[src/hsv_to_rgb_converter_defines.svh]
// Assertion macros shared by the HSV to RGB converter RTL.
// No dependencies; define ASSERT_OFF to compile the checks out.
`ifndef HSV_TO_RGB_CONVERTER_DEFINES_SVH
`define HSV_TO_RGB_CONVERTER_DEFINES_SVH

`ifndef ASSERT_OFF
// Property that must hold at every clock edge outside reset.
`define HSV_ASSERT(label, clk, rst, prop, msg) \
   label: assert property (@(posedge clk) disable iff (rst) prop) else $error(msg);
// Condition that must never be seen at a clock edge outside reset.
`define HSV_ASSERT_NEVER(label, clk, rst, cond, msg) \
   label: assert property (@(posedge clk) disable iff (rst) !(cond)) else $error(msg);
`else
`define HSV_ASSERT(label, clk, rst, prop, msg)
`define HSV_ASSERT_NEVER(label, clk, rst, cond, msg)
`endif

`endif

[src/hsv2rgb_pkg.sv]
// Widths, arithmetic constants and sector codes for the HSV to RGB converter.
// No dependencies.
package hsv2rgb_pkg;

   localparam int HUE_W  = 16;
   localparam int PCT_W  = 7;
   localparam int CHAN_W = 8;

   // Pipeline depth: one multiplier per stage.
   localparam int NUM_STAGES = 6;

   localparam logic [PCT_W-1:0] PCT_MAX = 7'd100;

   localparam int HUE_MOD    = 360;
   localparam int SECTOR_DEG = 60;

   // Reciprocals, rounded up, with the shift that goes with each.
   // ceil(2^24 / 360): exact quotient for every 16-bit hue.
   localparam logic [15:0] HUE_RECIP    = 16'd46604;
   localparam int          HUE_SHIFT    = 24;
   // ceil(2^19 / 100): exact quotient up to 25500.
   localparam logic [12:0] DIV100_RECIP = 13'd5243;
   localparam int          DIV100_SHIFT = 19;
   // ceil(2^20 / 60): exact quotient up to 255 * 59.
   localparam logic [14:0] DIV60_RECIP  = 15'd17477;
   localparam int          DIV60_SHIFT  = 20;

   // Which channel holds the peak and which one ramps in each 60-degree sector.
   typedef enum logic [2:0] {
      SEC_R_PEAK_G_UP   = 3'd0,
      SEC_G_PEAK_R_DOWN = 3'd1,
      SEC_G_PEAK_B_UP   = 3'd2,
      SEC_B_PEAK_G_DOWN = 3'd3,
      SEC_B_PEAK_R_UP   = 3'd4,
      SEC_R_PEAK_B_DOWN = 3'd5
   } sector_type;

endpackage

[src/hsv_to_rgb_converter.sv]
// HSV to RGB converter top level: a six-stage pipeline with valid bits per stage.
// Depends on hsv2rgb_pkg and hsv_to_rgb_converter_defines.svh.
//
//   Channel   Direction  Handshake             Payload
//   req_      in         req_valid/req_stall   hue[15:0] saturation[6:0] brightness[6:0]
//   rsp_      out        rsp_valid/rsp_stall   red[7:0] green[7:0] blue[7:0] range_error
//
// One beat is accepted per clock while req_stall is low, and each request beat gives
// exactly one response beat, passing through six register stages, each built round
// one multiplier.
// Reset clears only the stage valid bits; the data registers are left as they are.
// A response stall holds the output stage and backs up only as far as there are
// full stages, so empty stages are filled while the output waits. req_stall rises
// only when all six stages hold beats and the output is stalled.
`include "hsv_to_rgb_converter_defines.svh"

module hsv_to_rgb_converter (
   input  logic                               clock,
   input  logic                               reset,
   input  logic                               req_valid,
   output logic                               req_stall,
   input  logic [hsv2rgb_pkg::HUE_W-1:0]      req_hue,
   input  logic [hsv2rgb_pkg::PCT_W-1:0]      req_saturation,
   input  logic [hsv2rgb_pkg::PCT_W-1:0]      req_brightness,
   output logic                               rsp_valid,
   input  logic                               rsp_stall,
   output logic [hsv2rgb_pkg::CHAN_W-1:0]     rsp_red,
   output logic [hsv2rgb_pkg::CHAN_W-1:0]     rsp_green,
   output logic [hsv2rgb_pkg::CHAN_W-1:0]     rsp_blue,
   output logic                               rsp_range_error
);
   import hsv2rgb_pkg::*;

   localparam int LAST = NUM_STAGES - 1;

   // ------------------------------------------------------------------
   // Stage handshake. A stage loads whenever it is empty or the stage
   // after it is loading, so a bubble anywhere is squeezed out.
   // ------------------------------------------------------------------
   logic [NUM_STAGES-1:0] valid_ff;
   logic [NUM_STAGES-1:0] valid_in;
   logic [NUM_STAGES-1:0] ready;

   always_comb begin
      ready[LAST] = !valid_ff[LAST] || !rsp_stall;
      for (int k = LAST - 1; k >= 0; k--) begin
         ready[k] = !valid_ff[k] || ready[k+1];
      end
      valid_in[0] = req_valid;
      for (int k = 1; k < NUM_STAGES; k++) begin
         valid_in[k] = valid_ff[k-1];
      end
   end

   always_ff @(posedge clock) begin
      if (reset) begin
         valid_ff <= '0;
      end else begin
         for (int k = 0; k < NUM_STAGES; k++) begin
            if (ready[k]) begin
               valid_ff[k] <= valid_in[k];
            end
         end
      end
   end

   assign req_stall = !ready[0];
   assign rsp_valid = valid_ff[LAST];

   // ------------------------------------------------------------------
   // Stage 0: range check, clamping, hue quotient by reciprocal, and
   // brightness times 255 as a shift and subtract.
   // ------------------------------------------------------------------
   logic [PCT_W-1:0]  sat_clamped;
   logic [PCT_W-1:0]  bri_clamped;
   logic [31:0]       hue_prod;
   logic [HUE_W-1:0]  hue0_ff;
   logic [7:0]        quot0_in, quot0_ff;
   logic [PCT_W-1:0]  sat_inv0_in, sat_inv0_ff;
   logic [14:0]       bri255_0_in, bri255_0_ff;
   logic              err0_in, err0_ff;

   always_comb begin
      sat_clamped = (req_saturation > PCT_MAX) ? PCT_MAX : req_saturation;
      bri_clamped = (req_brightness > PCT_MAX) ? PCT_MAX : req_brightness;
      sat_inv0_in = PCT_MAX - sat_clamped;
      bri255_0_in = (15'(bri_clamped) << 8) - 15'(bri_clamped);
      hue_prod    = 32'(req_hue) * 32'(HUE_RECIP);
      quot0_in    = hue_prod[HUE_SHIFT+7:HUE_SHIFT];
      err0_in     = (req_hue > 16'(HUE_MOD - 1)) || (req_saturation > PCT_MAX) ||
                    (req_brightness > PCT_MAX);
   end

   always_ff @(posedge clock) begin
      if (ready[0]) begin
         hue0_ff     <= req_hue;
         quot0_ff    <= quot0_in;
         sat_inv0_ff <= sat_inv0_in;
         bri255_0_ff <= bri255_0_in;
         err0_ff     <= err0_in;
      end
   end

   // ------------------------------------------------------------------
   // Stage 1: hue residue (the multiply by 360 is a constant, so only
   // adders) and the peak level, floor(v * 255 / 100).
   // ------------------------------------------------------------------
   logic [16:0]       hue_sub;
   logic [16:0]       hue_res_full;
   logic [27:0]       peak_prod;
   logic [8:0]        h1_in, h1_ff;
   logic [CHAN_W-1:0] peak1_in, peak1_ff;
   logic [PCT_W-1:0]  sat_inv1_ff;
   logic              err1_ff;

   always_comb begin
      hue_sub      = 17'(quot0_ff) * 17'(HUE_MOD);
      hue_res_full = 17'(hue0_ff) - hue_sub;
      h1_in        = hue_res_full[8:0];
      peak_prod    = 28'(bri255_0_ff) * 28'(DIV100_RECIP);
      peak1_in     = peak_prod[DIV100_SHIFT+CHAN_W-1:DIV100_SHIFT];
   end

   always_ff @(posedge clock) begin
      if (ready[1]) begin
         h1_ff       <= h1_in;
         peak1_ff    <= peak1_in;
         sat_inv1_ff <= sat_inv0_ff;
         err1_ff     <= err0_ff;
      end
   end

   // ------------------------------------------------------------------
   // Stage 2: sector and remainder by comparison, and the floor
   // numerator peak * (100 - s).
   // ------------------------------------------------------------------
   sector_type        sector2_in, sector2_ff;
   logic [8:0]        sector_start;
   logic [8:0]        rem_full;
   logic [5:0]        rem2_in, rem2_ff;
   logic [14:0]       floor_num2_in, floor_num2_ff;
   logic [CHAN_W-1:0] peak2_ff;
   logic              err2_ff;

   always_comb begin
      if (h1_ff >= 9'(5 * SECTOR_DEG)) begin
         sector2_in   = SEC_R_PEAK_B_DOWN;
         sector_start = 9'(5 * SECTOR_DEG);
      end else if (h1_ff >= 9'(4 * SECTOR_DEG)) begin
         sector2_in   = SEC_B_PEAK_R_UP;
         sector_start = 9'(4 * SECTOR_DEG);
      end else if (h1_ff >= 9'(3 * SECTOR_DEG)) begin
         sector2_in   = SEC_B_PEAK_G_DOWN;
         sector_start = 9'(3 * SECTOR_DEG);
      end else if (h1_ff >= 9'(2 * SECTOR_DEG)) begin
         sector2_in   = SEC_G_PEAK_B_UP;
         sector_start = 9'(2 * SECTOR_DEG);
      end else if (h1_ff >= 9'(SECTOR_DEG)) begin
         sector2_in   = SEC_G_PEAK_R_DOWN;
         sector_start = 9'(SECTOR_DEG);
      end else begin
         sector2_in   = SEC_R_PEAK_G_UP;
         sector_start = 9'd0;
      end
      rem_full      = h1_ff - sector_start;
      rem2_in       = rem_full[5:0];
      floor_num2_in = 15'(peak1_ff) * 15'(sat_inv1_ff);
   end

   always_ff @(posedge clock) begin
      if (ready[2]) begin
         sector2_ff    <= sector2_in;
         rem2_ff       <= rem2_in;
         floor_num2_ff <= floor_num2_in;
         peak2_ff      <= peak1_ff;
         err2_ff       <= err1_ff;
      end
   end

   // ------------------------------------------------------------------
   // Stage 3: floor level by reciprocal divide by 100, and the span
   // between peak and floor.
   // ------------------------------------------------------------------
   logic [27:0]       base_prod;
   logic [CHAN_W-1:0] base3_in, base3_ff;
   logic [CHAN_W-1:0] diff3_in, diff3_ff;
   logic [CHAN_W-1:0] peak3_ff;
   sector_type        sector3_ff;
   logic [5:0]        rem3_ff;
   logic              err3_ff;

   always_comb begin
      base_prod = 28'(floor_num2_ff) * 28'(DIV100_RECIP);
      base3_in  = base_prod[DIV100_SHIFT+CHAN_W-1:DIV100_SHIFT];
      diff3_in  = peak2_ff - base3_in;
   end

   always_ff @(posedge clock) begin
      if (ready[3]) begin
         base3_ff   <= base3_in;
         diff3_ff   <= diff3_in;
         peak3_ff   <= peak2_ff;
         sector3_ff <= sector2_ff;
         rem3_ff    <= rem2_ff;
         err3_ff    <= err2_ff;
      end
   end

   // ------------------------------------------------------------------
   // Stage 4: ramp numerator, span times remainder.
   // ------------------------------------------------------------------
   logic [13:0]       ramp_num4_in, ramp_num4_ff;
   logic [CHAN_W-1:0] peak4_ff;
   logic [CHAN_W-1:0] base4_ff;
   sector_type        sector4_ff;
   logic              err4_ff;

   assign ramp_num4_in = 14'(diff3_ff) * 14'(rem3_ff);

   always_ff @(posedge clock) begin
      if (ready[4]) begin
         ramp_num4_ff <= ramp_num4_in;
         peak4_ff     <= peak3_ff;
         base4_ff     <= base3_ff;
         sector4_ff   <= sector3_ff;
         err4_ff      <= err3_ff;
      end
   end

   // ------------------------------------------------------------------
   // Stage 5: ramp by reciprocal divide by 60, then the sector picks
   // which channel gets peak, floor, rising or falling level. This is
   // the output register.
   // ------------------------------------------------------------------
   logic [28:0]       ramp_prod;
   logic [CHAN_W-1:0] ramp;
   logic [CHAN_W-1:0] rising;
   logic [CHAN_W-1:0] falling;
   logic [CHAN_W-1:0] red5_in, red5_ff;
   logic [CHAN_W-1:0] green5_in, green5_ff;
   logic [CHAN_W-1:0] blue5_in, blue5_ff;
   logic              err5_ff;

   always_comb begin
      ramp_prod = 29'(ramp_num4_ff) * 29'(DIV60_RECIP);
      ramp      = ramp_prod[DIV60_SHIFT+CHAN_W-1:DIV60_SHIFT];
      rising    = base4_ff + ramp;
      falling   = peak4_ff - ramp;
      case (sector4_ff)
         SEC_R_PEAK_G_UP: begin
            red5_in = peak4_ff; green5_in = rising;   blue5_in = base4_ff;
         end
         SEC_G_PEAK_R_DOWN: begin
            red5_in = falling;  green5_in = peak4_ff; blue5_in = base4_ff;
         end
         SEC_G_PEAK_B_UP: begin
            red5_in = base4_ff; green5_in = peak4_ff; blue5_in = rising;
         end
         SEC_B_PEAK_G_DOWN: begin
            red5_in = base4_ff; green5_in = falling;  blue5_in = peak4_ff;
         end
         SEC_B_PEAK_R_UP: begin
            red5_in = rising;   green5_in = base4_ff; blue5_in = peak4_ff;
         end
         default: begin
            red5_in = peak4_ff; green5_in = base4_ff; blue5_in = falling;
         end
      endcase
   end

   always_ff @(posedge clock) begin
      if (ready[5]) begin
         red5_ff   <= red5_in;
         green5_ff <= green5_in;
         blue5_ff  <= blue5_in;
         err5_ff   <= err4_ff;
      end
   end

   assign rsp_red         = red5_ff;
   assign rsp_green       = green5_ff;
   assign rsp_blue        = blue5_ff;
   assign rsp_range_error = err5_ff;

   // ------------------------------------------------------------------
   // Checks on the arithmetic and on the stage handshake.
   // ------------------------------------------------------------------
   `HSV_ASSERT(a_hue_residue, clock, reset, (valid_ff[1] |-> h1_ff < 9'(HUE_MOD)), "hue residue out of range")
   `HSV_ASSERT(a_sector_rem, clock, reset, (valid_ff[2] |-> rem2_ff < 6'(SECTOR_DEG)), "sector remainder out of range")
   `HSV_ASSERT(a_floor_le_peak, clock, reset, (valid_ff[3] |-> base3_ff <= peak3_ff), "floor level above peak")
   `HSV_ASSERT(a_ramp_le_span, clock, reset, (valid_ff[4] |-> ramp <= peak4_ff - base4_ff), "ramp exceeds span")
   `HSV_ASSERT(a_stage_held, clock, reset, (valid_ff[2] && !ready[3] |=> valid_ff[2]), "held beat dropped")

endmodule
[config.mk]
export PLATFORM = sky130hd
export DESIGN_NAME = hsv_to_rgb_converter
export DESIGN_NICKNAME = d
export VERILOG_FILES = /design/src/hsv2rgb_pkg.sv /design/src/hsv_to_rgb_converter.sv
export VERILOG_INCLUDE_DIRS = /design/src /design/src/src
export SDC_FILE = /design/constraint.sdc
export NUM_CORES = 1
export LEC_CHECK = 0
export ABC_AREA = 1
export BUFFER_PORTS_ARGS = -buffer_cell sky130_fd_sc_hd__buf_2
export CAP_MARGIN = 5
export CORE_MARGIN = 1
export CORE_UTILIZATION = 54
export CTS_BUF_LIST = sky130_fd_sc_hd__clkbuf_4
export CTS_CLUSTER_DIAMETER = 100
export DETAILED_ROUTE_END_ITERATION = 8
export PLACE_DENSITY = 0.72
export SLEW_MARGIN = 20
export SYNTH_ARGS = -nofsm -noshare
export SYNTH_HDL_FRONTEND = slang
export SYNTH_SLANG_ARGS = --single-unit
[constraint.sdc]
create_clock -name clock -period 7.9 [get_ports clock]
set_input_delay 1.58 -clock clock [delete_from_list [all_inputs] [get_ports clock]]
set_output_delay 1.58 -clock clock [all_outputs]
set_load 0.005 [all_outputs]
==> results of run 1 <==
-- metrics by stage --
stage / worst slack [ns] / util (%) / area (µm²) / hold slack (ns)
2_1_floorplan: 0.9424 / - / 24730 / 0.4003
3_3_place_gp: 1.567 / 56.87 / 25750 / 0.4028
3_5_place_dp: 1.474 / 56.87 / 25750 / 0.4045
4_1_cts: 1.727 / 57.59 / 26080 / 0.4419
5_1_grt: 1.338 / 57.60 / 26080 / 0.4397
6_report: 1.682 / 57.60 / 26080 / 0.4373
-- final cells by class --
type / count / area, µm² / share of cell area [%]
multi-input combinational: 1739 / 16370 / 62.75
sequential: 195 / 5796 / 22.22
inverter: 667 / 2504 / 9.599
tap: 600 / 750.7 / 2.878
timing repair buffer: 65 / 337.8 / 1.295
clock inverter: 15 / 196.4 / 0.7531
clock buffer: 17 / 127.6 / 0.4893
antenna: 2 / 5.005 / 0.01919
-- routing by layer --
layer / vias up / global-route usage [%]
met2: 411 / 40.91
met3: 88 / 2.636
met4: 0 / 6.455
met1: 8444 / 29.38
met5: - / 0
li1: 8515 / -
-- state kept, by name (all words and copies together), names as in the netlist, 9 cells and up --
| signal | count |
|---|---|
| bri255_0_ff | 15 |
| floor_num2_ff | 15 |
| ramp_num4_ff | 14 |
| hue0_ff | 9 |
| h1_ff | 9 |
-- cells in the mapped netlist (2+ instances only) --
library cell | number | area, µm²
inv_1 | 664 | 2492
ha_1 | 478 | 5981
nand2_1 | 400 | 1501
fa_1 | 268 | 5365
edfxtp_1 | 189 | 5675
a21oi_1 | 141 | 705.7
nor2_1 | 93 | 349.1
xor2_1 | 61 | 534.3
o21ai_0 | 60 | 300.3
nand3_1 | 59 | 295.3
xnor2_1 | 41 | 359.1
nand4_1 | 25 | 156.4
nor3_1 | 18 | 90.09
clkbuf_1 | 13 | 48.80
a31oi_1 | 10 | 62.56
o2111ai_1 | 10 | 87.58
nor4_1 | 8 | 50.05
a21o_1 | 7 | 52.55
dfxtp_1 | 6 | 120.1
o211ai_1 | 6 | 45.04
o21bai_1 | 6 | 45.04
nand2_2 | 5 | 31.28
o21a_1 | 5 | 37.54
o22ai_1 | 5 | 31.28
a211oi_1 | 4 | 30.03
a31o_2 | 4 | 35.03
o31ai_1 | 4 | 30.03
inv_2 | 3 | 11.26
nand3b_1 | 3 | 22.52
nor2_2 | 3 | 18.77
a21bo_2 | 2 | 20.02
buf_2 | 2 | 10.01
-- cell usage in the layout (no fill, tap or decap), types with 6 or more instances in the layout --
master     Yosys  layout
o211ai_1       6       6
a21o_1         7       7
nand4_1       25      25
edfxtp_1     189     189
o21bai_1       6       6
nand3_1       59      59
dfxtp_1        6       6
a31oi_1       10      10
clkbuf_4       0      17
fa_1         268     268
o21ai_0       60      60
nor3_1        18      18
xnor2_1       41      41
ha_1         478     478
nand2_1      400     400
buf_2          2      60
nor2_1        93      93
inv_1        664     664
xor2_1        61      61
nor4_1         8       8
a21oi_1      141     141
o2111ai_1     10      10
-- critical path, delay by kind of cell, from the launching register on --
family / cells / cell delay (ns)
DFF: 1 / 0.54
xor gates and xnor gates: 2 / 0.55
adders and majority gates: 8 / 2.69
and+or+nand+nor: 8 / 0.85
AOI/OAI and AO/OA: 5 / 0.95
buffers and inverters: 5 / 0.43
-- cells by family (layout without fill, tap and decap cells) --
group,after synthesis,in the layout,synth area share [%]
adder cells (fa/ha/maj),746,746,45.88
buffers and inverters,683,764,10.38
AND/OR/NAND/NOR,619,619,10.40
AO/OA/AOI/OAI,271,271,6.223
flip-flops,195,195,23.44
XOR/XNOR,103,103,3.678
other,0,2,0
-- final timing paths --
| kind | startpoint | slack (ns) | to | cells past startpoint |
|---|---|---|---|---|
| min reg2reg | sector3_ff[1] | 0.44 | sector4_ff[1] | 0 |
| max | ramp_num4_ff[5] | 1.68 | rsp_blue[5] | 28 |
| max reg2reg | ramp_num4_ff[5] | 1.68 | rsp_blue[5] | 28 |
| min | sector3_ff[1] | 0.44 | sector4_ff[1] | 0 |
==> results.md, run 1 <==
- Startpoint types: flop
- Layout cells sized above 1: 4.448%
- Vias per cell: 5.290
- Final cell count without fillers: between 3000 and 4000
- Hold buffer count at CTS: 0
- Status: finished, final reports clean
- Ys Warns: 0
- Worst-Skew Late Latency: about 0.65 ns
- Most common flop cell mapped by yosys: edfxtp_1
- Slew headroom: roughly 30%
- Max_cap viols: 0
- CP max FO: 5
- Kind of end point of the critical path: flop
- Ys async rst share: 0%
- Clock Skews: approximately 0.028 ns
- Syn Inst Count: 2617
- Worst path max stage delay: 0.54 ns
- Core ar.: approximately 45000 µm²
- Layout Nets: about 3500
- H-tree levels: 4
- Fill cells: 3912
- Max-slew violations: 0
- Slowest library cell on the worst path: edfxtp_1
- Met3 Wirelength: around 1700 µm
- IO Port Bufs: 60
- Register area share after synthesis: 23.44%
- Vias in the first global route: approximately 19000
- Critical Path RT: 8.32 ns
- Synthesized area: ~25000 µm²
- Largest net degree at the start of global routing: 40
- Final setup vio count: 0
- Post-Route WL: between 50000 and 60000 µm
- Starting DRT DRC Count: 935
- Metal1 wirelength: roughly 23000 µm
- Clock slew at reported path FFs: between 0.15 and 0.2 ns
- Site row count: slightly below 80
- Net Count, Synth: roughly 3400
- TritonCTS clock tree: yes
- # clock sinks: approximately 200
- Arrival @ worst endpoint: around 6.6 ns
- Final min period: 6.218 ns
- # DRC: 0
- Synth Register Bits: around 200
- Post-synth EDFFs: between 150 and 200
- Setup TNS: 0 ns
- Die Y-Extent: ~220 µm
- Syn_area_per_cell: between 9 and 10 µm²
- Antenna violations before repair: 2
- Max Freq: around 160 MHz
- DIE AREA: roughly 47000 µm²
- RSZ-0062 raised after global routing: no
- Gr ovfl total: 0
- CTS buffer count: 17
- Placed Instances: ~3300
- WL met2: approximately 25000 µm
- Post-CTS Setup Bufs: 0
- Final Hold Fails: 0
- Synth unique cells: between 40 and 50
- Top-level port count: 61
- Die outline width: between 200 and 250 µm
- Final Cycle Share: 78.71%
- Mean routed wirelength per cell: 15.31 µm
- Area Growth Syn to Fin: 5.475%
- Highest Signal Layer: met4
- Post-DRT Antenna Nets: 0
- Initial cell density of the core: approximately 55%
- Worst-margin pin slew: around 1.0 ns
- GRT Resource Usage Total: a little under a quarter
- Crit path kind: flop to flop
- Gates resized, CTS repair: 0
- TritonRoute pass-1 iters: 7
- GP Congestion: 0.9145
- Root buf cell: clkbuf_4
- Dpl hpwl: roughly 43000 µm
- Total number of vias: between 15000 and 20000
- First-pass GRT wire length: 86970 µm
- Worst min path class: flop to flop
- Maximum buffer depth of the clock tree: 2
Power of run 1 is left out: the tool's default activity adds up to more than one toggle a clock period on the data nets, which glitch-free logic cannot reach.
==> inputs of run 2 (changes only) <==
Clock period 7.9 ns to 6.5 ns, I/O delays scaled along.
==> run 2 against run 1 <==
Utilization is essentially flat. Wire length fell by 1.1%. Sequential share of layout area about the same. Sequential cell count stayed put. Register-to-register slack worse by 1.2 ns. Maximum frequency is 2.6% higher. Critical path depth is 4 lower. Final cell count unchanged. Clock skew increased by 0.0027 ns. Highest routed layer unchanged.
==> results.md, run 2 (synthesis gave the netlist of run 1 again) <==
- Status: finished, final reports clean
- Worst-Skew Late Latency: approximately 0.64 ns
- First-pass GRT wire length: 86060 µm
- Layout cells sized above 1: approximately 4.5%
- Post-CTS Setup Bufs: 0
- Arrival @ worst endpoint: 6.49 ns
- Reg2reg setup slack: about 0.44 ns
- H-tree levels: 4
- FF-to-FF path depth: 24
- Crit-path cells: ha_1 -> inv_1 -> fa_1 -> inv_1 -> fa_1 -> inv_1 -> fa_1 -> fa_1 -> inv_1 -> ha_1 -> a21oi_1 -> o21a_1 -> nor3_1 -> nor3_1 -> a21bo_2 -> xor2_1 -> inv_1 -> ha_1 -> a21oi_1 -> inv_1 -> a31oi_1 -> o21ai_0 -> a21oi_1 -> xnor2_1
- Top Registers: bri255_0_ff (15), floor_num2_ff (15), ramp_num4_ff (14)
- DIE AREA: 46650 µm²
- CP max FO: 6
- Worst r2r dst: diff3_ff[6]
- Fill cells: approximately 3900
- Post-Route WL: about 50000 µm
- # DRC: 0
- Max-slew violations: 0
- Commonest non-fill, non-tap cell in the layout: inv_1
- Most frequent cells in the layout: inv_1, ha_1, nand2_1
- Final setup vio count: 0
- Vias in the first global route: approximately 18000
- Setup TNS: 0 ns
- Worst path max stage delay: between 0.5 and 0.6 ns
- Kind of end point of the critical path: flop
- RSZ-0062 raised after global routing: no
- CP Buf/Inv Count: 6
- Slew headroom: 29.26%
- Slowest library cell on the worst path: edfxtp_1
- Dpl ws: around 0.39 ns
- TritonRoute pass-1 iters: 5
- Clock slew at reported path FFs: approximately 0.19 ns
- CTS buffer count: 17
- Maximum buffer depth of the clock tree: 2
- Total number of vias: 17220
- Final core occ: between 50% and 60%
- Starting DRT DRC Count: roughly 1000
- Die outline width: between 200 and 250 µm
- Vias per cell: 5.217
- Dpl hpwl: roughly 43000 µm
- Layout Nets: between 3000 and 4000
- Final min period: about 6.1 ns
- Die Y-Extent: approximately 220 µm
- Root buf cell: clkbuf_4
- WHS Path Cells: 0
- Worst-margin pin slew: between 1 and 1.5 ns
- WHS: roughly 0.43 ns
- Max_cap viols: 0
- Final Cycle Share: between 90 and 100%
- Max Freq: about 160 MHz
- Cell repeated most along the worst path: inv_1
- Worst min path class: flop to flop
- Clock Skews: around 0.03 ns
- # clock sinks: around 200
- Gr ovfl total: 0
- Largest net degree at the start of global routing: 40
- Site row count: 78
- Final Hold Fails: 0
- TritonCTS clock tree: yes
- Hold Startpoint: err4_ff
- Crit path kind: flop to flop
- Post-DRT Antenna Nets: 0
- Area Growth Syn to Fin: 5.525%
- Crit path max-delay family: adder cells
- Initial cell density of the core: a little over half
- Hold endpoint: rsp_range_error
- Top-level port count: about 60
- Startpoint types: flop
- Reg2reg start: floor_num2_ff[10]
- GP Congestion: around 0.93
- IO Port Bufs: 60
- Core ar.: about 45000 µm²
- Critical Path RT: between 6 and 7 ns
- Mean routed wirelength per cell: around 15 µm
- GRT Resource Usage Total: 22.77%
- Antenna violations before repair: 1
- Final Worst Setup Slack: ~0.44 ns
-- run 2: cell types whose count changed in the layout (fill, tap and decap cells not counted), sizes merged --
| cell | delta |
|---|---|
| clkinv | +3 |
| inv | -3 |
| buf | +1 |
| diode | -1 |
-- run 2: layout make-up --
type                            count  area, µm²  share of cell area, %
Multi-Input combinational cell   1739      16370                  62.72
Timing Repair Buffer               66      345.3                  1.323
Inverter                          667       2504                  9.594
Clock buffer                       17      127.6                 0.4891
Clock inverter                     15      203.9                 0.7816
Tap cell                          600      750.7                  2.877
Antenna cell                        1      2.502               0.009590
Sequential cell                   195       5796                  22.21
-- run 2: worst max path at each step --
stage                 startpoint     endpoint  slack (ns)  cells past startpoint
2_1_floorplan          rsp_stall    req_stall        0.10                     10
3_3_place_gp          req_hue[3]  quot0_ff[4]        0.49                     16
3_5_place_dp          req_hue[3]  quot0_ff[4]        0.39                     16
4_1_cts         ramp_num4_ff[11]  rsp_blue[5]        0.40                     23
5_1_grt          ramp_num4_ff[5]  rsp_blue[5]        0.07                     28
6_report       floor_num2_ff[10]  diff3_ff[6]        0.44                     24
-- run 2: metrics by stage --
step | cell area [µm²] | instances
floorplan | 24730 | 2617
global placement | 25760 | 3267
detailed placement | 25760 | 3267
CTS | 26090 | 3299
global route | 26100 | 3300
finish | 26100 | 3300
-- run 2: what timing repair did --
item                       CTS  global route
hold buffers                 0             0
gates resized for setup      0             1
setup endpoints to repair    0             1
-- run 2: per-layer routing --
layer / global-route usage, % / share of wire [%]
met1: 29.66 / 45
met2: 40.51 / 50
met3: 2.297 / 3.1
met4: 5.751 / 2.0
met5: 0 / 0
Power of run 2 is left out for the same reason.
